## src/rtl/core/sp2c_pkg.sv

```systemverilog
`timescale 1ns / 1ps
// sp2c_pkg: field widths, fixed-point constants, register codes and the
// sideband struct shared by the scan polar-to-cartesian modules. no dependencies.
package sp2c_pkg;

   // field widths
   localparam int BEAM_W     = 12;
   localparam int RANGE_W    = 16;
   localparam int ANGLE_W    = 16;
   localparam int POINT_W    = 17;
   localparam int CSR_IDX_W  = 2;
   localparam int CSR_DATA_W = 16;

   // beam index is reduced modulo the scan length, a power of two
   localparam int unsigned MAX_BEAMS = 4096;
   localparam int IDX_W = $clog2(MAX_BEAMS);

   // fixed-point formats
   localparam int FRAC_W = 30;                 // q30 magnitude below one
   localparam int T_W    = FRAC_W + 1;         // q30 value up to and including one
   localparam int TRIG_W = 17;                 // q16 value up to and including one
   localparam int PI_W   = 34;
   localparam int XSH    = 17;
   localparam int RND_SH = FRAC_W - 16;

   localparam logic [PI_W-1:0] PI_Q32  = 34'd13493037705;
   localparam logic [T_W-1:0]  ONE_Q30 = 31'h4000_0000;
   localparam logic [13:0]     OCTANT  = 14'd8192;
   localparam logic [14:0]     QUARTER = 15'd16384;

   // polynomial cell chains
   localparam int COS_CELLS = 5;
   localparam int SIN_CELLS = 4;
   localparam int CELL_LAT  = 2;
   localparam int LINE_LEN  = CELL_LAT * COS_CELLS;
   localparam int SIN_OFS   = CELL_LAT * (COS_CELLS - SIN_CELLS);
   localparam int unsigned COS_DIV [COS_CELLS] = '{90, 56, 30, 12, 2};
   localparam int unsigned SIN_DIV [SIN_CELLS] = '{72, 42, 20, 6};

   // quadrant codes
   localparam logic [1:0] QUAD_0 = 2'd0;
   localparam logic [1:0] QUAD_1 = 2'd1;
   localparam logic [1:0] QUAD_2 = 2'd2;
   localparam logic [1:0] QUAD_3 = 2'd3;

   // register indexes
   localparam logic [CSR_IDX_W-1:0] CSR_START_ANGLE = 2'd0;
   localparam logic [CSR_IDX_W-1:0] CSR_ANGLE_STEP  = 2'd1;

   // most negative code of a point field, never produced
   localparam logic [POINT_W-1:0] POINT_MIN = {1'b1, {(POINT_W-1){1'b0}}};

   // per-item data that rides alongside the cell chains
   typedef struct packed {
      logic [RANGE_W-1:0] range_val;
      logic [1:0]         quad;
      logic               swap;
      logic [FRAC_W-1:0]  x;
      logic [FRAC_W-1:0]  x2;
   } sp2c_side_type;

endpackage

```

## src/rtl/core/sp2c_cell.sv

```systemverilog
`timescale 1ns / 1ps
// sp2c_cell: one horner step t = 1 - (x2 * t_prev) / DIV in q30, two stages.
// the division is a reciprocal multiply exact for 30-bit operands; uses sp2c_pkg.
module sp2c_cell import sp2c_pkg::*; #(
   parameter int unsigned DIV = 2
) (
   input  logic              clock,
   input  logic              en,
   input  logic [FRAC_W-1:0] x2,
   input  logic [T_W-1:0]    t_prev,
   output logic [T_W-1:0]    t_out
);

   localparam int          L     = $clog2(DIV);
   localparam int          SH    = FRAC_W + L;
   localparam logic [63:0] M64   = ((64'd1 << SH) + 64'(DIV) - 64'd1) / 64'(DIV);
   localparam logic [31:0] RECIP = M64[31:0];
   localparam int          VP_W  = FRAC_W + T_W;
   localparam int          QP_W  = SH + FRAC_W;

   logic [FRAC_W-1:0] v_ff;
   logic [VP_W-1:0]   v_prod;
   logic [T_W-1:0]    t_ff;
   logic [T_W-1:0]    t_in;
   logic [QP_W-1:0]   q_prod;

   assign v_prod = VP_W'(x2) * VP_W'(t_prev);
   assign q_prod = QP_W'(v_ff) * QP_W'(RECIP);
   assign t_in   = ONE_Q30 - T_W'(q_prod[QP_W-1:SH]);

   always_ff @(posedge clock) begin
      if (en) begin
         v_ff <= v_prod[2*FRAC_W-1:FRAC_W];
         t_ff <= t_in;
      end
   end

   assign t_out = t_ff;

endmodule

```

## config.mk

```make
export PLATFORM = sky130hd
export DESIGN_NAME = sp2c_cell
export DESIGN_NICKNAME = d
export VERILOG_FILES = /design/src/rtl/core/sp2c_pkg.sv /design/src/rtl/core/sp2c_cell.sv
export SDC_FILE = /design/constraint.sdc
export NUM_CORES = 2
export LEC_CHECK = 0
export BUFFER_PORTS_ARGS = -buffer_cell sky130_fd_sc_hd__buf_2
export CORE_UTILIZATION = 55
export CTS_CLUSTER_SIZE = 10
export DETAILED_ROUTE_END_ITERATION = 7
export PLACE_DENSITY = 0.75
export SETUP_SLACK_MARGIN = 0.05
export SLEW_MARGIN = 20
export SYNTH_ARGS = -nofsm -noshare
export SYNTH_HDL_FRONTEND = slang
export SYNTH_SLANG_ARGS = --single-unit
```

## constraint.sdc

```tcl
create_clock -name clock -period 10.4 [get_ports clock]
set_clock_uncertainty 0.1 [all_clocks]
set_input_delay 2.08 -clock clock [delete_from_list [all_inputs] [get_ports clock]]
set_output_delay 2.08 -clock clock [all_outputs]
set_load 0.02 [all_outputs]
```

After elaboration in Yosys (flattened, before gate mapping) --
Index checks and enable logic that the tools add are counted.
Storage, ports and cells: register bits after elaboration 61, bits in latches 0, memory bits (writable) 0, bits in read-only memories 0, input port bits 63, output and inout port bits 31, memories 0
Cells by class: add/sub/neg operators 1, $mul 1, divide/modulo/power cells 0, $lt $le $gt $ge 0, equal/unequal tests 0, shift-type cells 0, multiplexer cells 0, bitwise gates (word level) 0, reduce and logical (&&, ||, !) cells 0
Operator list (number):
- multiplier 30 x 31 -> 60 bit | 1
- subtractor 31 x 29 -> 31 bit (first input constant) | 1

Longest topological paths before layout --
depth in word-level cells 1, gate-level depth with buffers 28, gate-level depth less buffers 25

Worst setup path after synthesis --
Ideal clock, no wire load.
path kind input to register, start input x2[6], end register v_ff[15], data pin, library setup time 0.264 ns, arrival 8.545 ns, path slack 1.491 ns, cell stages on the path 22, path buffers 1, cells stage by stage clkbuf_1 nand2_1 fa_1 fa_1 fa_1 fa_1 inv_1 fa_1 fa_1 fa_1 inv_1 fa_1 inv_1 ha_1 a21o_1 a21o_1 a221o_1 a221oi_1 o21a_1 o21ai_1 a221oi_1 xnor2_1
On the way: word-level cells in the longest chain between the ends 1
Ends and longest elaborated chain:
- from (decl) | line sp2c_cell.sv:9 | input logic [FRAC_W-1:0] x2,
- multiplier 30 x 31 -> 60 bit | line sp2c_cell.sv:27 | assign v_prod = VP_W'(x2) * VP_W'(t_prev);
- named net v_prod[45] | line sp2c_cell.sv:22 | logic [VP_W-1:0] v_prod;
- to (signal assigned) | line sp2c_cell.sv:33 | v_ff <= v_prod[2*FRAC_W-1:FRAC_W];
- to (decl) | line sp2c_cell.sv:21 | logic [FRAC_W-1:0] v_ff;
The timed path passes the listed nets, and every way through them passes these cells. A chain may end at the register's enable or synchronous reset.

Worst setup path after layout --
start input x2[9], end register v_ff[18], data pin
The elaborated chain is that of the path after synthesis.

==> impl_metrics.toml <==
[yosys]
synth_area_leaders = "fa_1, and2_1, inv_1"
yosysTopAreaCellShare = 0.507
syn_area_per_cell_um2 = 9.39
synth_cells = 3392
synthArstFlopShare = 0
synth_edf_count = 60
synth_area_um2 = 31800
ys_seq_area_frac = 0.0566
synthFlopType = "edfxtp_1"
ys_warn_count = 0
yosys.area.top_type = "fa_1"
synth_nets = 4502
synth-seq-cells = 60
synth.distinct_cells = 57

[sta]
worst_pin_slew_ps = 1000
finalSetupViolCount = 0
rsz0062_at_grt = "no"
slew_viol_final = 0
fin_tns_setup_ps = 0
fmax_mhz = 99.1
hold_viol_final = 0
fin_crit_ps = 10090
post-route-period-util = 0.970
relSlewSlack = 0.330

[setup_path]
startpoint_type = "primary input"
worstSetupPathType = "in -> reg"
critPathRequiredTime_ps = 10380
crit_family = "adder cells"
path_max_fanout = 31
crit_path_end_kind = "flop"
cp_num_buf_inv = 5
worst_ep_arrival_time_ps = 10060
critPathSlowestCell = "buf_2"
crit_path_frequent_cell = "fa_1"
crit_path_cell_trace = "buf_2 -> and2_1 -> fa_1 -> fa_1 -> inv_1 -> fa_1 -> fa_1 -> fa_1 -> inv_1 -> fa_1 -> fa_1 -> inv_1 -> fa_1 -> inv_1 -> ha_1 -> nand2_1 -> or2_2 -> o32ai_1 -> nand3_1 -> o21a_1 -> o21ai_1 -> a31oi_1 -> xnor2_1"
slowest_delay_ps = 740

[clocking]
cts_htree_levels = 3
cts-buffers-inserted = 9
cts_setup_buffers = 0
clk_pin_slew_ps = 50
cts_resized = 0
insertion_delay_ps = 330
cts_tree = "done"
cts_buffer_depth = 2
cts_hold_buf = 0
cts-root-buf = "clkbuf_16"
numClockSinks = 60

[route]
drt-initial-drc-count = 1478
drt_wl_total_mm = 82.7
via_count = 22835
antenna_left = 0
via_per_inst = 5.56
wl_per_cell_um = 20.1
dr.pass1.iters = 5
drcViolationCount = 0

[floorplan]
die_area_um2 = 58900
core_area_um2 = 56800
die_h_um = 243
ios = 94
num_rows = 87
initial_utilization = 0.560
fp.dieW_um = 243

[cells_and_area]
syn_to_final_growth_pct = 4.26
drive_gt1_frac = 0.0483
n_fill_cell = 4905
final_nets = 4458

[global_routing]
grt_pass1_wl_mm = 132
grt-ovfl-total = 0
first_global_vias = 24673
grt_max_degree = 61
antenna_found_initial = 2
grt_use_total = 0.292

[job]
drv_cap = 0

[outcome]
status = "finished clean"

[placed_design]
gp_congestion = 0.992
hpwlAfterDp_mm = 62.8
portBuffers = 93

[worst_hold_path]
hp-class = "reg -> reg"
layout make-up:
cell class,instances,area (µm²),share of cell area
multi-input combinational,2317,26200,0.790
inverter,827,3100,0.0935
sequential,60,1800,0.0543
tap,756,946,0.0285
timing repair buffer,133,766,0.0231
clock buffer,9,225,0.00678
clock inverter,7,124,0.00373
antenna,1,2.50,0.0000754
flip-flops by register name, indices dropped and copies added (netlist names):
name and flops:
t_out 31, v_ff 29
synth_stat cells, drive strengths merged (2+ instances only):
library cell / instances
a2111oi: 2
a211oi: 7
a21o: 36
a21oi: 39
a221o: 2
a221oi: 5
a311oi: 2
a31oi: 9
a41o: 2
and2: 535
and3: 9
and4: 3
clkbuf: 188
edfxtp: 60
fa: 806
ha: 241
inv: 827
nand2: 423
nand2b: 5
nand3: 15
nand3b: 2
nand4: 6
nor2: 26
nor2b: 2
nor3: 12
nor4: 5
o211ai: 2
o21a: 5
o21ai: 22
o21bai: 3
o41ai: 2
or2: 2
or3: 5
or4: 8
xnor2: 43
xor2: 19
metal layers:
metal  global-route usage  routed length [µm]
met1                0.359               30100
met2                0.510               41800
met5                    0                  13
met3               0.0417                6510
met4                0.131                4190
cell usage in the layout (no fill, tap or decap), drive strengths merged, types with 5 or more instances in the layout:
cell and n:
edfxtp 60, or4 8, o21ai 22, nand2 423, nand4 6, or3 5
nand2b 5, xor2 19, buf 133, ha 241, nor4 5, a211oi 7
fa 806, and3 9, nand3 15, o21a 5, a31oi 9, nor2 26
inv 828, a221oi 5, a21o 36, clkbuf 9, and2 535, a21oi 39
xnor2 43, nor3 12
cell families after synthesis:
logic type,Yosys count,share of synthesized area
simple gates,1060,0.174
mux,1,0.000354
flops,60,0.0566
fa+ha+maj,1047,0.601
buf+inv,1015,0.120
compound gates,147,0.0306
xor+xnor,62,0.0171
metrics by stage:
stage	std cells	worst slack, ps	cell area, µm²	utilization	hold WS, ps
after floorplan	3392	1490	31800	-	399
after global placement	4093	365	32800	0.578	465
after detailed placement	4093	266	32800	0.578	460
after CTS	4109	560	33200	0.584	482
after global routing	4109	111	33200	0.584	503
final	4110	312	33200	0.584	475
final timing paths:
check	startpoint	endpoint	slack, ps	depth (start not counted)
max	x2[9]	v_ff[18]	310	23
min	v_ff[1]	t_out[0]	480	0
max reg2reg	v_ff[5]	t_out[23]	7250	8
min reg2reg	v_ff[1]	t_out[0]	480	0
Power is left out: the tool's default activity adds up to more than one toggle a clock period on the data nets, which glitch-free logic cannot reach.
