--- config.mk ---
export PLATFORM = sky130hd
export DESIGN_NAME = sp2c_front
export DESIGN_NICKNAME = d
export VERILOG_FILES = /design/src/rtl/core/sp2c_pkg.sv /design/src/rtl/core/sp2c_front.sv
export SDC_FILE = /design/constraint.sdc
export NUM_CORES = 2
export LEC_CHECK = 0
export ABC_AREA = 0
export BUFFER_PORTS_ARGS = -buffer_cell sky130_fd_sc_hd__buf_2
export CORE_MARGIN = 3
export CORE_UTILIZATION = 48
export CTS_CLUSTER_SIZE = 30
export DETAILED_ROUTE_END_ITERATION = 16
export HOLD_SLACK_MARGIN = 0.1
export SLEW_MARGIN = 25
export SYNTH_ARGS = -nofsm -noshare
export SYNTH_HDL_FRONTEND = slang
export SYNTH_SLANG_ARGS = --single-unit
--- constraint.sdc ---
create_clock -name clock -period 20.3 [get_ports clock]
set_input_delay 4.06 -clock clock [delete_from_list [all_inputs] [get_ports clock]]
set_output_delay 4.06 -clock clock [all_outputs]
set_load 0.01 [all_outputs]
--- src/rtl/core/sp2c_pkg.sv ---
`timescale 1ns / 1ps
// sp2c_pkg: field widths, fixed-point constants, register codes and the
// sideband struct shared by the scan polar-to-cartesian modules. no dependencies.
package sp2c_pkg;

   // field widths
   localparam int BEAM_W     = 12;
   localparam int RANGE_W    = 16;
   localparam int ANGLE_W    = 16;
   localparam int POINT_W    = 17;
   localparam int CSR_IDX_W  = 2;
   localparam int CSR_DATA_W = 16;

   // beam index is reduced modulo the scan length, a power of two
   localparam int unsigned MAX_BEAMS = 4096;
   localparam int IDX_W = $clog2(MAX_BEAMS);

   // fixed-point formats
   localparam int FRAC_W = 30;                 // q30 magnitude below one
   localparam int T_W    = FRAC_W + 1;         // q30 value up to and including one
   localparam int TRIG_W = 17;                 // q16 value up to and including one
   localparam int PI_W   = 34;
   localparam int XSH    = 17;
   localparam int RND_SH = FRAC_W - 16;

   localparam logic [PI_W-1:0] PI_Q32  = 34'd13493037705;
   localparam logic [T_W-1:0]  ONE_Q30 = 31'h4000_0000;
   localparam logic [13:0]     OCTANT  = 14'd8192;
   localparam logic [14:0]     QUARTER = 15'd16384;

   // polynomial cell chains
   localparam int COS_CELLS = 5;
   localparam int SIN_CELLS = 4;
   localparam int CELL_LAT  = 2;
   localparam int LINE_LEN  = CELL_LAT * COS_CELLS;
   localparam int SIN_OFS   = CELL_LAT * (COS_CELLS - SIN_CELLS);
   localparam int unsigned COS_DIV [COS_CELLS] = '{90, 56, 30, 12, 2};
   localparam int unsigned SIN_DIV [SIN_CELLS] = '{72, 42, 20, 6};

   // quadrant codes
   localparam logic [1:0] QUAD_0 = 2'd0;
   localparam logic [1:0] QUAD_1 = 2'd1;
   localparam logic [1:0] QUAD_2 = 2'd2;
   localparam logic [1:0] QUAD_3 = 2'd3;

   // register indexes
   localparam logic [CSR_IDX_W-1:0] CSR_START_ANGLE = 2'd0;
   localparam logic [CSR_IDX_W-1:0] CSR_ANGLE_STEP  = 2'd1;

   // most negative code of a point field, never produced
   localparam logic [POINT_W-1:0] POINT_MIN = {1'b1, {(POINT_W-1){1'b0}}};

   // per-item data that rides alongside the cell chains
   typedef struct packed {
      logic [RANGE_W-1:0] range_val;
      logic [1:0]         quad;
      logic               swap;
      logic [FRAC_W-1:0]  x;
      logic [FRAC_W-1:0]  x2;
   } sp2c_side_type;

endpackage

--- src/rtl/core/sp2c_front.sv ---
`timescale 1ns / 1ps
// sp2c_front: beam angle, octant fold, angle in radians and its square.
// three register stages; depends on sp2c_pkg.
module sp2c_front import sp2c_pkg::*; (
   input  logic               clock,
   input  logic               reset,
   input  logic               en,
   input  logic               take,
   input  logic [BEAM_W-1:0]  beam_index,
   input  logic [RANGE_W-1:0] range_sample,
   input  logic [ANGLE_W-1:0] start_angle,
   input  logic [ANGLE_W-1:0] angle_step,
   output logic               vld_out,
   output sp2c_side_type      side_out
);

   localparam int PROD_W = IDX_W + ANGLE_W;
   localparam int XP_W   = 14 + PI_W;

   // stage 0: beam angle
   logic                vld0_ff;
   logic [ANGLE_W-1:0]  ang_ff;
   logic [ANGLE_W-1:0]  ang_in;
   logic [RANGE_W-1:0]  rng0_ff;
   logic [PROD_W-1:0]   idx_step;

   assign idx_step = PROD_W'(beam_index[IDX_W-1:0]) * PROD_W'(angle_step);
   assign ang_in   = start_angle + idx_step[ANGLE_W-1:0];

   // stage 1: fold into the first octant, scale to radians
   logic                vld1_ff;
   logic [FRAC_W-1:0]   x_ff;
   logic [FRAC_W-1:0]   x_in;
   logic [1:0]          quad1_ff;
   logic                swap1_ff;
   logic                swap_in;
   logic [RANGE_W-1:0]  rng1_ff;
   logic [13:0]         rem;
   logic [13:0]         folded;
   logic [XP_W-1:0]     x_prod;

   assign rem     = ang_ff[13:0];
   assign swap_in = rem > OCTANT;
   assign folded  = swap_in ? 14'(QUARTER - {1'b0, rem}) : rem;
   assign x_prod  = XP_W'(folded) * XP_W'(PI_Q32);
   assign x_in    = x_prod[FRAC_W+XSH-1:XSH];

   // stage 2: square of the angle
   logic                vld2_ff;
   sp2c_side_type       side2_ff;
   logic [2*FRAC_W-1:0] x2_prod;

   assign x2_prod = (2*FRAC_W)'(x_ff) * (2*FRAC_W)'(x_ff);

   always_ff @(posedge clock) begin
      if (reset) begin
         vld0_ff <= 1'b0;
         vld1_ff <= 1'b0;
         vld2_ff <= 1'b0;
      end else if (en) begin
         vld0_ff <= take;
         vld1_ff <= vld0_ff;
         vld2_ff <= vld1_ff;
      end
   end

   always_ff @(posedge clock) begin
      if (en) begin
         ang_ff             <= ang_in;
         rng0_ff            <= range_sample;
         x_ff               <= x_in;
         quad1_ff           <= ang_ff[15:14];
         swap1_ff           <= swap_in;
         rng1_ff            <= rng0_ff;
         side2_ff.range_val <= rng1_ff;
         side2_ff.quad      <= quad1_ff;
         side2_ff.swap      <= swap1_ff;
         side2_ff.x         <= x_ff;
         side2_ff.x2        <= x2_prod[2*FRAC_W-1:FRAC_W];
      end
   end

   assign vld_out  = vld2_ff;
   assign side_out = side2_ff;

endmodule

# Word-level counts from Yosys, hierarchy flattened
# Index checks and enable logic that the tools add are counted.
[totals]
ff_bits = 163
elab_cells = 21
[classes]
n_addsub = 2
n_mul = 3
n_lt_le_gt_ge = 1
muxes = 1
[op_table]
columns = ["operator", "n"]
rows = [
  ["multiplier 30 x 30 -> 60 bit", 1],
  ["multiplier 14 x 34 -> 47 bit (second input constant)", 1],
  ["adder 16 bit", 1],
  ["multiplier 12 x 16 -> 16 bit", 1],
  ["greater-than comparator 14 bit (second input constant)", 1],
  ["2-to-1 mux 14 bit", 1],
  ["subtractor 1 x 14 -> 14 bit (first input constant)", 1],
]

# Longest topological paths before layout
[depth]
word_depth = 3
ltp_mapped = 30

# Least setup slack after synthesis
# OpenSTA, ideal clock, no wires.
[synth_timing]
path_kind = "input-to-reg"
start = "input port beam_index[0]"
end = "register ang_ff[15] (data pin)"
setup_time_ns = 0.266
arrival_ns = 8.482
required_time_ns = 20.034
setup_slack_ns = 11.552
cell_stages = 19
cell_sequence = "clkbuf_1 > nand2_1 > fa_1 > inv_1 > fa_1 > fa_1 > inv_1 > fa_1 > fa_1 > inv_1 > ha_1 > inv_1 > o21bai_1 > a21oi_1 > nor2b_1 > o21a_1 > o31a_1 > o41ai_1 > xnor2_1"
[synth_via]
elab_chain_len = 2
[synth_rtl]
columns = ["element", "line_no", "source"]
rows = [
  ["start: declaration", "sp2c_front.sv:9", "input logic [BEAM_W-1:0] beam_index,"],
  ["multiplier 12 x 16 -> 16 bit", "sp2c_front.sv:27", "assign idx_step = PROD_W'(beam_index[IDX_W-1:0]) * PROD_W'(angle_step);"],
  ["adder 16 bit", "sp2c_front.sv:28", "assign ang_in = start_angle + idx_step[ANGLE_W-1:0];"],
  ["via ang_in[15]", "sp2c_front.sv:23", "logic [ANGLE_W-1:0] ang_in;"],
  ["end signal: assignment", "sp2c_front.sv:69", "ang_ff <= ang_in;"],
  ["end: declaration", "sp2c_front.sv:22", "logic [ANGLE_W-1:0] ang_ff;"],
]
# The timed path passes the listed nets, and every way through them passes these cells.
# A chain may end at the register's enable or synchronous reset.

# Worst setup path in the final report
[layout_timing]
start = "register ang_ff[0]"
end = "register x_ff[26] (data pin)"
[layout_via]
elab_chain_len = 3
word_cells_on_any_way = 4
classes_between = "1 x add/sub; 1 x mul; 1 x order compare; 1 x mux"
[layout_rtl]
columns = ["element", "line_no", "source"]
rows = [
  ["subtractor 1 x 14 -> 14 bit / greater-than comparator 14 bit (equally long branches)", "sp2c_front.sv:44, sp2c_front.sv:43", ""],
  ["2-to-1 mux 14 bit (*)", "sp2c_front.sv:44", "assign folded = swap_in ? 14'(QUARTER - {1'b0, rem}) : rem;"],
  ["multiplier 14 x 34 -> 47 bit (*)", "sp2c_front.sv:45", "assign x_prod = XP_W'(folded) * XP_W'(PI_Q32);"],
  ["via x_prod[43]", "sp2c_front.sv:40", "logic [XP_W-1:0] x_prod;"],
  ["end signal: assignment", "sp2c_front.sv:71", "x_ff <= x_in;"],
  ["end: declaration", "sp2c_front.sv:32", "logic [FRAC_W-1:0] x_ff;"],
]
# The timed path passes the listed nets; every way through them passes the cells marked *.

==> reports/qor.txt <==
Gates resized, CTS repair -> 0
vias in the first global route -> 30,100
First-pass DRT Iterations -> 5
H-tree levels -> 4
post-synthesis compound-gate area fraction -> 4.85%
final slew viol count -> 0
worst-margin pin slew -> 0.995 ns
Layout Skew -> 0.0219 ns
TritonCTS buffer count -> 17
XOR/XNOR Fraction of Synth Area -> 2.78%
post-synthesis simple-gate area fraction -> 9.17%
cell mode on critical path -> fa_1
fin crit share -> 43.7%
WP data required -> 20.53 ns
syn avg cell area -> 10.1 sq um
Layout Nets -> 5,576
YS warnings -> 0
Syn Nets -> 5,480
DRC Markers -> 0
capturing point of the worst reg2reg path -> x_ff[26]
final setup vio count -> 0
most common cell after layout, fill and taps aside -> inv_1
share of cells above drive strength 1 -> 5.83%
core box area -> 0.0838 sq mm
Iter 0 DRT Violations -> 1,412
gpl congestion -> 0.901
Post-Synthesis Cells -> 4,042
Period minus WS final -> 8.88 ns
Finished Layout Cells -> 5,286
Crit path arrival time -> 9.11 ns
final hold slack -> 0.413 ns
mux cell area share after synthesis -> 0.151%
vias -> 26,700
port bufs -> 143
wirelength, routed -> 102,000 um
most frequent cells in the layout -> inv_1 (1,178), fa_1 (920), ha_1 (454)
Post-synth ARST share -> 0%
Total GRT Usage -> 24.6%
adder-cell share of the synthesized area -> 59.2%
FF-to-FF setup slack -> 11.42 ns
Synth Register Bits -> 163
largest net degree at the start of global routing -> 85
worst hold path class -> reg -> reg
HPWL Detailed -> 81,500 um
FF-to-FF path depth -> 25
WL per Instance -> 19.4 um
via/cell ratio -> 5.06
Filler cells -> 7,879
delay-heaviest family, CP -> adder cells
critical setup path kind -> reg -> reg
CP max stage delay -> 0.74 ns
CP Max Fanout -> 14
initial antenna violation count -> 3
clock buffer depth -> 2
Post-synth EDFFs -> 160
number of antenna-violating nets in the routed design -> 0
run status -> finished, final reports clean
Setup crit start kind -> flip-flop
row cnt -> 106
Main synth FF type -> edfxtp_1
Crit. End Element -> flip-flop
Worst slew margin -> 33.7%
clk sinks -> 163
Clk pin slew, worst setup/hold paths -> 0.08 ns
worst skew pair latency -> 0.49 ns
synthesis-to-layout area growth -> 6.57%
RR Startpoint -> ang_ff[0]
Bufs and invs on worst path -> 4
Die Area -> 0.0883 sq mm
wire length of the first global-routing pass -> 166,000 um
stages on the worst setup path -> 25
crit path capture -> x_ff[26]
gr ovfl total -> 0
critical path's slowest cell -> xnor2_1
clk root buf -> clkbuf_16
max-cap check violation count -> 0
Worst Setup SP -> ang_ff[0]
Final Hold Fails -> 0
Initial Utilization -> 48.6%
Die Width -> 297 um
die height -> 297 um
main combinational cell family by area after synthesis -> adder cells
register area share after synthesis -> 12.0%
Yosys cell types -> 70
IO Pins -> 144
RSZ-0062 raised after global routing -> no
post-route setup TNS -> 0 ns
CTS tree -> yes
hold buffer count at cts -> 0
Mapped Area -> 0.0407 sq mm
Max Fclk -> 113 MHz
placed cell count -> 5,253
setup bufs post-CTS -> 0
## worst reg2reg max path: stages (launching register included)
cell and delay [ns]:
edfxtp_1 0.32, buf_4 0.29, inv_1 0.40, ha_1 0.41, nand3_1 0.11, nor3_1 0.07
nor2b_1 0.48, nand2_1 0.14, xnor2_1 0.74, ha_1 0.46, fa_1 0.47, fa_1 0.54
inv_1 0.05, fa_1 0.53, inv_1 0.05, fa_1 0.50, fa_1 0.43, ha_1 0.37
a21o_1 0.24, or4_1 0.67, o2111ai_1 0.50, and3_1 0.27, o21ai_1 0.12, a21oi_1 0.23
o21bai_1 0.10, xor2_1 0.14
## metal layers
metal | global-route usage (%) | vias to the layer above | share of wire (%) | routed length (um)
li1 | - | 12300 | - | -
met3 | 3.79 | 141 | 5.2 | 5310
met1 | 31.1 | 13700 | 40 | 41200
met4 | 7.60 | 2 | 2.9 | 2960
met5 | 0 | - | 0.0078 | 8
met2 | 43.4 | 579 | 52 | 52900
## metrics by stage
| step | util (%) | setup slack (ns) | instance area (sq um) |
|---|---|---|---|
| floorplan | - | 11.55 | 40700 |
| global placement | 51.0 | 11.27 | 42800 |
| detailed placement | 51.0 | 11.17 | 42800 |
| CTS | 51.7 | 11.33 | 43400 |
| global route | 51.7 | 10.69 | 43400 |
| finish | 51.7 | 11.42 | 43400 |
## cell type report
class	instances	area, sq um	area share, %
Clock inverter	14	189	0.436
Multi-Input combinational cell	2590	31000	71.5
Antenna cell	1	2.50	0.00577
Timing Repair Buffer	186	1040	2.41
Tap cell	1134	1420	3.27
Clock buffer	18	429	0.990
Inverter	1180	4430	10.2
Sequential cell	163	4860	11.2
## state kept, by name (all words and copies together) (netlist names)
register	flops
x_ff	30
vld0_ff	1
rng1_ff	16
vld1_ff	1
rng0_ff	16
quad1_ff	2
ang_ff	16
swap1_ff	1
side_out	79
vld_out	1
## cells by family (layout without fill, tap and decap cells)
group | Yosys count | count (layout)
flops | 163 | 163
buf+inv | 1289 | 1398
mux | 6 | 6
simple gates | 787 | 787
fa+ha+maj | 1374 | 1374
xor+xnor | 129 | 129
other cells | 0 | 1
compound gates | 294 | 294
## cell usage after synthesis, drive strengths merged (7+ instances only)
library cell  number  area share (%)
ha               454              14
o211ai            10            0.21
clkbuf           107            0.99
and2             210             3.2
o21a               8            0.15
nor2              77            0.71
inv             1178              11
fa               920              45
nand2b             9            0.14
xor2              36            0.77
nand4             15            0.23
edfxtp           160              12
o21bai            16            0.30
a21oi             96             1.2
o31ai              7            0.14
nor2b             11            0.17
o21ai             47            0.59
a31oi              7            0.11
xnor2             93             2.0
nand2            390             3.6
a21o              50            0.93
a211oi             7            0.13
nand3             19            0.23
nor3              27            0.33
## worst min-delay path by stage
stage	end	slack, ns	startpoint	cells after the start
6_report	quad1_ff[0]	0.41	ang_ff[14]	0
5_1_grt	side_out[68]	0.42	rng1_ff[5]	0
4_1_cts	quad1_ff[0]	0.42	ang_ff[14]	0
3_5_place_dp	side_out[68]	0.40	rng1_ff[5]	0
3_3_place_gp	side_out[65]	0.40	rng1_ff[2]	0
2_1_floorplan	quad1_ff[0]	0.40	ang_ff[14]	0
Power is not shown: default switching activity piles up to over one toggle a cycle in this logic, so the estimate is an artifact.
