--- src/rtl/core/sp2c_pkg.sv ---
`timescale 1ns / 1ps
// sp2c_pkg: field widths, fixed-point constants, register codes and the
// sideband struct shared by the scan polar-to-cartesian modules. no dependencies.
package sp2c_pkg;

   // field widths
   localparam int BEAM_W     = 12;
   localparam int RANGE_W    = 16;
   localparam int ANGLE_W    = 16;
   localparam int POINT_W    = 17;
   localparam int CSR_IDX_W  = 2;
   localparam int CSR_DATA_W = 16;

   // beam index is reduced modulo the scan length, a power of two
   localparam int unsigned MAX_BEAMS = 4096;
   localparam int IDX_W = $clog2(MAX_BEAMS);

   // fixed-point formats
   localparam int FRAC_W = 30;                 // q30 magnitude below one
   localparam int T_W    = FRAC_W + 1;         // q30 value up to and including one
   localparam int TRIG_W = 17;                 // q16 value up to and including one
   localparam int PI_W   = 34;
   localparam int XSH    = 17;
   localparam int RND_SH = FRAC_W - 16;

   localparam logic [PI_W-1:0] PI_Q32  = 34'd13493037705;
   localparam logic [T_W-1:0]  ONE_Q30 = 31'h4000_0000;
   localparam logic [13:0]     OCTANT  = 14'd8192;
   localparam logic [14:0]     QUARTER = 15'd16384;

   // polynomial cell chains
   localparam int COS_CELLS = 5;
   localparam int SIN_CELLS = 4;
   localparam int CELL_LAT  = 2;
   localparam int LINE_LEN  = CELL_LAT * COS_CELLS;
   localparam int SIN_OFS   = CELL_LAT * (COS_CELLS - SIN_CELLS);
   localparam int unsigned COS_DIV [COS_CELLS] = '{90, 56, 30, 12, 2};
   localparam int unsigned SIN_DIV [SIN_CELLS] = '{72, 42, 20, 6};

   // quadrant codes
   localparam logic [1:0] QUAD_0 = 2'd0;
   localparam logic [1:0] QUAD_1 = 2'd1;
   localparam logic [1:0] QUAD_2 = 2'd2;
   localparam logic [1:0] QUAD_3 = 2'd3;

   // register indexes
   localparam logic [CSR_IDX_W-1:0] CSR_START_ANGLE = 2'd0;
   localparam logic [CSR_IDX_W-1:0] CSR_ANGLE_STEP  = 2'd1;

   // most negative code of a point field, never produced
   localparam logic [POINT_W-1:0] POINT_MIN = {1'b1, {(POINT_W-1){1'b0}}};

   // per-item data that rides alongside the cell chains
   typedef struct packed {
      logic [RANGE_W-1:0] range_val;
      logic [1:0]         quad;
      logic               swap;
      logic [FRAC_W-1:0]  x;
      logic [FRAC_W-1:0]  x2;
   } sp2c_side_type;

endpackage

--- src/rtl/core/sp2c_back.sv ---
`timescale 1ns / 1ps
// sp2c_back: final sine product, q16 rounding, octant and quadrant mapping,
// range scaling and the output register; depends on sp2c_pkg.
module sp2c_back import sp2c_pkg::*; (
   input  logic                      clock,
   input  logic                      reset,
   input  logic                      en,
   input  logic                      vld_in,
   input  sp2c_side_type             side,
   input  logic [T_W-1:0]            sin_t,
   input  logic [T_W-1:0]            cos_q30,
   input  logic                      rsp_ready,
   output logic                      hold_vld,
   output logic                      rsp_valid,
   output logic signed [POINT_W-1:0] point_x,
   output logic signed [POINT_W-1:0] point_y
);

   localparam int SP_W = FRAC_W + T_W;
   localparam int SC_W = RANGE_W + TRIG_W + 1;

   // stage 1: sine = x * t
   logic               b1_vld_ff;
   logic [RANGE_W-1:0] rng1_ff;
   logic [1:0]         quad1_ff;
   logic               swap1_ff;
   logic [FRAC_W-1:0]  s_ff;
   logic [T_W-1:0]     c_ff;
   logic [SP_W-1:0]    s_prod;

   assign s_prod = SP_W'(side.x) * SP_W'(sin_t);

   // stage 2: rounding and sign mapping
   logic               b2_vld_ff;
   logic [RANGE_W-1:0] rng2_ff;
   logic [TRIG_W-1:0]  xm_ff;
   logic [TRIG_W-1:0]  ym_ff;
   logic [TRIG_W-1:0]  xm_in;
   logic [TRIG_W-1:0]  ym_in;
   logic               xn_ff;
   logic               yn_ff;
   logic               xn_in;
   logic               yn_in;
   logic [T_W-1:0]     s_sum;
   logic [T_W:0]       c_sum;
   logic [TRIG_W-1:0]  s16;
   logic [TRIG_W-1:0]  c16;
   logic [TRIG_W-1:0]  sv;
   logic [TRIG_W-1:0]  cv;

   assign s_sum = T_W'(s_ff) + (T_W'(1) << (RND_SH - 1));
   assign c_sum = (T_W + 1)'(c_ff) + ((T_W + 1)'(1) << (RND_SH - 1));
   assign s16   = s_sum[RND_SH+TRIG_W-1:RND_SH];
   assign c16   = c_sum[RND_SH+TRIG_W-1:RND_SH];
   // upper octant: sine and cosine trade places
   assign sv    = swap1_ff ? c16 : s16;
   assign cv    = swap1_ff ? s16 : c16;

   always_comb begin
      case (quad1_ff)
         QUAD_0: begin
            xm_in = cv; xn_in = 1'b0; ym_in = sv; yn_in = 1'b0;
         end
         QUAD_1: begin
            xm_in = sv; xn_in = 1'b1; ym_in = cv; yn_in = 1'b0;
         end
         QUAD_2: begin
            xm_in = cv; xn_in = 1'b1; ym_in = sv; yn_in = 1'b1;
         end
         default: begin
            xm_in = sv; xn_in = 1'b0; ym_in = cv; yn_in = 1'b1;
         end
      endcase
   end

   // output stage: range scaling, round half away from zero
   logic                      out_vld_ff;
   logic signed [POINT_W-1:0] px_ff;
   logic signed [POINT_W-1:0] py_ff;
   logic [POINT_W-1:0]        px_in;
   logic [POINT_W-1:0]        py_in;
   logic [SC_W-1:0]           x_sc;
   logic [SC_W-1:0]           y_sc;
   logic [POINT_W-1:0]        xmag;
   logic [POINT_W-1:0]        ymag;
   logic                      load;

   assign x_sc  = SC_W'(rng2_ff) * SC_W'(xm_ff) + (SC_W'(1) << 15);
   assign y_sc  = SC_W'(rng2_ff) * SC_W'(ym_ff) + (SC_W'(1) << 15);
   assign xmag  = x_sc[POINT_W+15:16];
   assign ymag  = y_sc[POINT_W+15:16];
   assign px_in = xn_ff ? (POINT_W'(0) - xmag) : xmag;
   assign py_in = yn_ff ? (POINT_W'(0) - ymag) : ymag;
   assign load  = en && b2_vld_ff;

   always_ff @(posedge clock) begin
      if (reset) begin
         b1_vld_ff  <= 1'b0;
         b2_vld_ff  <= 1'b0;
         out_vld_ff <= 1'b0;
      end else begin
         if (en) begin
            b1_vld_ff <= vld_in;
            b2_vld_ff <= b1_vld_ff;
         end
         if (load) begin
            out_vld_ff <= 1'b1;
         end else if (rsp_ready) begin
            out_vld_ff <= 1'b0;
         end
      end
   end

   always_ff @(posedge clock) begin
      if (en) begin
         rng1_ff  <= side.range_val;
         quad1_ff <= side.quad;
         swap1_ff <= side.swap;
         s_ff     <= s_prod[2*FRAC_W-1:FRAC_W];
         c_ff     <= cos_q30;
         rng2_ff  <= rng1_ff;
         xm_ff    <= xm_in;
         ym_ff    <= ym_in;
         xn_ff    <= xn_in;
         yn_ff    <= yn_in;
      end
      if (load) begin
         px_ff <= px_in;
         py_ff <= py_in;
      end
   end

   assign hold_vld  = b2_vld_ff;
   assign rsp_valid = out_vld_ff;
   assign point_x   = px_ff;
   assign point_y   = py_ff;

endmodule

--- config.mk ---
export PLATFORM = sky130hd
export DESIGN_NAME = sp2c_back
export DESIGN_NICKNAME = d
export VERILOG_FILES = /design/src/rtl/core/sp2c_pkg.sv /design/src/rtl/core/sp2c_back.sv
export SDC_FILE = /design/constraint.sdc
export NUM_CORES = 2
export LEC_CHECK = 0
export ABC_AREA = 1
export BUFFER_PORTS_ARGS = -buffer_cell sky130_fd_sc_hd__buf_2
export CORE_ASPECT_RATIO = 0.7
export CORE_UTILIZATION = 30
export CTS_CLUSTER_SIZE = 20
export DETAILED_ROUTE_END_ITERATION = 10
export SYNTH_ARGS = -nofsm -noshare
export SYNTH_HDL_FRONTEND = slang
export SYNTH_SLANG_ARGS = --single-unit
--- constraint.sdc ---
create_clock -name clock -period 12.39 [get_ports clock]
set_clock_uncertainty 0.1 [all_clocks]
set_input_delay 1.239 -clock clock [delete_from_list [all_inputs] [get_ports clock]]
set_output_delay 1.239 -clock clock [all_outputs]
set_load 0.02 [all_outputs]
* Word level (Yosys, flattened, before mapping)
Cells that the tools add are included.
** Cells by class
- $add $sub $neg :: 6
- $mul :: 3
- Equality and inequality tests :: 2
- Muxes and demuxes :: 10
- Reduce and logical (&&, ||, !) cells :: 6
** Operators by type and width (number)
- $mux 17 :: 6
- $add 33x16->33 const B :: 2
- $mul 16x17->33 :: 2
- $mul 30x31->60 :: 1
- $sub 1x17->17 const A :: 2
- $add 30x14->31 const B :: 1
- $add 31x14->31 const B :: 1
- $reduce_or 2->1 :: 3
- $mux 1 :: 4
- $eq 2x1->1 const B :: 1
- $eq 2x2->1 const B :: 1
- $logic_not 2->1 :: 1
- $reduce_bool 2->1 :: 1
- $logic_and 1x1->1 :: 1
** Storage, ports and cells
- Register bits after elaboration :: 169
- Input bits :: 146
- Output and inout port bits :: 36

* Logic depth before layout (Yosys ltp)
- Depth after elaboration :: 4
- Mapped depth :: 36
- Gate-level depth less buffers :: 34

* Worst setup path before layout
Ideal clock, no wire load.
- Path kind :: in2reg
- From :: input port sin_t[10]
- To :: register s_ff[26], data pin
- Setup time :: 0.265 ns
- Arrival :: 7.029 ns
- Path slack :: 4.995 ns
- Stages :: 28
- Buffers on the path :: 1
- Cell sequence :: clkbuf_1 > nand2_1 > inv_1 > fa_1 > inv_1 > fa_1 > inv_1 > fa_1 > inv_1 > fa_1 > inv_1 > fa_1 > fa_1 > fa_1 > inv_1 > fa_1 > inv_1 > ha_1 > a21oi_1 > o21a_1 > inv_1 > a21oi_1 > nor2_1 > nor2_1 > nor2_1 > nor3_1 > o21ai_0 > xor2_1
** Between the ends
- Longest elaborated chain between the ends :: 1
** RTL lines
- from (decl) :: RTL line sp2c_back.sv:10 : input logic [T_W-1:0] sin_t,
- $mul 30x31->60 :: RTL line sp2c_back.sv:31 : assign s_prod = SP_W'(side.x) * SP_W'(sin_t);
- net s_prod[56] :: RTL line sp2c_back.sv:29 : logic [SP_W-1:0] s_prod;
- to (signal assigned) :: RTL line sp2c_back.sv:119 : s_ff <= s_prod[2*FRAC_W-1:FRAC_W];
- to (decl) :: RTL line sp2c_back.sv:27 : logic [FRAC_W-1:0] s_ff;
The timed path passes the listed nets, and every way through them passes these cells.
A chain may end at the register's enable or synchronous reset.

* Final worst setup path
- From :: input port sin_t[19]
- To :: register s_ff[24], data pin
Same word-level chain as after synthesis.

==> flow_metrics.py <==
metrics = {
    "outcome": {
        "status": "finished, final reports clean",
    },
    "sta": {
        "rsz0062_at_grt": "false",
        "min_period_over_period": 0.665,
        "slew_headroom": 0.222,
        "worstMarginPinSlew_ps": 1170,
        "hold_viol_final": 0,
        "fmax_ghz": 0.121,
        "setup_viol_count_final": 0,
        "fin_crit_ps": 8230,
        "setup_tns_ps": 0,
        "slew_viol_final": 0,
    },
    "worst_setup_path": {
        "required_ps": 12530,
        "rr_startpoint": "xm_ff[10]",
        "cp_common_cell": "fa_1",
        "slowest_delay_ps": 860,
        "cp_data_arrival_time_ps": 8370,
        "end_kind": "register",
        "path_cells": "buf_2 -> nand2_1 -> fa_1 -> fa_1 -> fa_1 -> fa_1 -> inv_1 -> fa_1 -> fa_1 -> fa_1 -> inv_1 -> fa_1 -> inv_1 -> ha_1 -> a21oi_1 -> inv_1 -> nor2_1 -> inv_1 -> a21oi_1 -> o21ai_0 -> a221oi_1 -> nand2_1 -> nand2_1 -> nand2_1",
        "crit_start": "sin_t[19]",
        "criticalPathCategory": "in2reg",
        "cp_max_fo": 30,
        "crit_slowest_cell": "buf_2",
        "critPathLaunchType": "primary input",
    },
    "yosys": {
        "synth.area.top_cells": "fa_1, inv_1, nand2_1",
        "synth_fa_ha_area_frac": 0.529,
        "synth_compound_area_frac": 0.0329,
        "ys_seq_area_frac": 0.0742,
        "synth_top_area_share": 0.425,
        "yosysWarnings": 0,
        "synth_top_family_by_area": "adder cells",
        "synth_xor_area_frac": 0.0114,
        "synthCells": 7503,
        "synth.area.mux_share": 0.00366,
        "ys_types": 47,
        "ys_ff_latch": 143,
        "synth_nets": 9346,
        "yosys.area_share.simple": 0.168,
        "netlist_area_sq_um": 57400,
        "synth_top_area_cell": "fa_1",
        "syn-mean-instance-area_sq_um": 7.66,
    },
    "floorplan": {
        "die_area_sq_um": 193000,
        "core_area_sq_um": 189000,
        "start_util": 0.304,
        "boundaryPins": 182,
        "die_h_um": 368,
        "row_count": 133,
        "die_w_um": 525,
    },
    "clock_tree": {
        "clock-sinks": 143,
        "clkTransAtPathRegs_ps": 70,
        "cts-buffers-inserted": 17,
        "h-tree-depth": 4,
        "holdBufCountCts": 0,
        "cts_root_buf": "clkbuf_16",
        "clk_latency_ps": 490,
        "cts_buffer_depth": 2,
        "cts_resized": 0,
        "cts_tree": "built",
        "post_cts_buffers": 0,
    },
    "place": {
        "hpwl_um": 127000,
        "port_buffers": 138,
        "place_congestion": 0.931,
    },
    "route": {
        "routed_wirelength_um": 165000,
        "drt_iter0_drc": 3581,
        "viasPerCell": 4.59,
        "firstDrtPassIters": 6,
        "antenna_left": 0,
        "num_vias": 45378,
        "routedWlPerCell_um": 16.6,
        "drc": 0,
    },
    "cells_and_area": {
        "finalNetCount": 9223,
        "area_growth_pct": 6.17,
        "final_layout_size_suffix_gt1_frac": 0.0340,
        "final_common_cell": "inv_1",
        "layout.cells.most_common_list": "inv_1, nand2_1, fa_1",
    },
    "global_routing": {
        "grt_max_degree": 62,
        "grt_pass1_wl_um": 266000,
        "grt_use_total": 0.174,
        "antenna_found_initial": 1,
        "overflow": 0,
        "grt_pass1_vias": 48390,
    },
    "flow_run": {
        "maxCapViolCount": 0,
    },
    "hold_path": {
        "hold_class": "reg2reg",
        "holdCritStartpoint": "rng1_ff[0]",
    },
}
==> layer usage <==
layer / track usage / share of wire / wire, um
met1: 0.250 / 0.46 / 75000
met2: 0.270 / 0.43 / 71200
met3: 0.0323 / 0.091 / 15000
met4: 0.0411 / 0.021 / 3440
met5: 0 / 0 / 0
==> synth_stat cells (all sizes together) <==
cell	number
and3	1
nand4	22
clkbuf	312
o2111ai	2
dfxtp	3
nor3	42
a21boi	2
a21oi	156
o21bai	15
a21bo	1
edfxtp	140
o221ai	1
inv	2442
a31oi	11
buf	11
ha	477
fa	1220
o211ai	3
o311ai	2
or2	2
nand3b	7
xnor2	19
xor2	56
nand2	2034
o21a	16
nor3b	1
a221oi	1
and2	6
nor2	221
o21ai	127
nand3	120
nor4	4
mux2i	21
a21o	5
==> kinds of logic after synthesis <==
logic type / after synthesis
buffers and inverters: 2765
and+or+nand+nor: 2460
adders and majority gates: 1697
AOI/OAI and AO/OA: 342
DFF: 143
xor gates and xnor gates: 75
muxes: 21
==> critical path, delay by kind of cell <==
family	cells	cell delay, ps
adder cells (fa/ha/maj)	9	4430
AND/OR/NAND/NOR	5	520
buffers and inverters	6	1130
AO/OA/AOI/OAI	4	1020
==> metrics by stage <==
stage | cell area, sq um | std cells | utilization | setup slack (ps) | hold WS (ps)
global route | 61000 | 9891 | 0.323 | 3890 | 325
finish | 61000 | 9891 | 0.323 | 4160 | 320
CTS | 61000 | 9890 | 0.323 | 4320 | 323
detailed placement | 60400 | 9858 | 0.319 | 3780 | 305
global placement | 60400 | 9858 | 0.319 | 3850 | 302
floorplan | 57400 | 7503 | - | 5000 | 300
==> layout make-up <==
cell class	count	area, sq um
multi-input cells	4595	42800
inverters	2442	9170
clock inverters	13	170
diodes	1	2.50
clock buffers	19	443
fillers	20128	128000
well taps	2497	3120
repair buffers	181	1020
flip-flops and latches	143	4260
==> worst paths after layout <==
path / to / slack [ps] / depth (start not counted)
hold / removal: rng2_ff[0] / 320 / 0
setup reg to reg: point_x[15] / 5090 / 25
hold reg to reg: rng2_ff[0] / 320 / 0
setup / recovery: s_ff[24] / 4160 / 24
==> state kept, by name (all words and copies together), names as in the netlist <==
| signal | count |
|---|---|
| b1_vld_ff | 1 |
| hold_vld | 1 |
| point_y | 17 |
| quad1_ff | 2 |
| s_ff | 17 |
| point_x | 17 |
| c_ff | 18 |
| xn_ff | 1 |
| yn_ff | 1 |
| ym_ff | 17 |
| xm_ff | 17 |
| rng2_ff | 16 |
| rng1_ff | 16 |
| rsp_valid | 1 |
| swap1_ff | 1 |
Power is left out: the tool's default activity adds up to more than one toggle a clock period on the data nets, which glitch-free logic cannot reach.
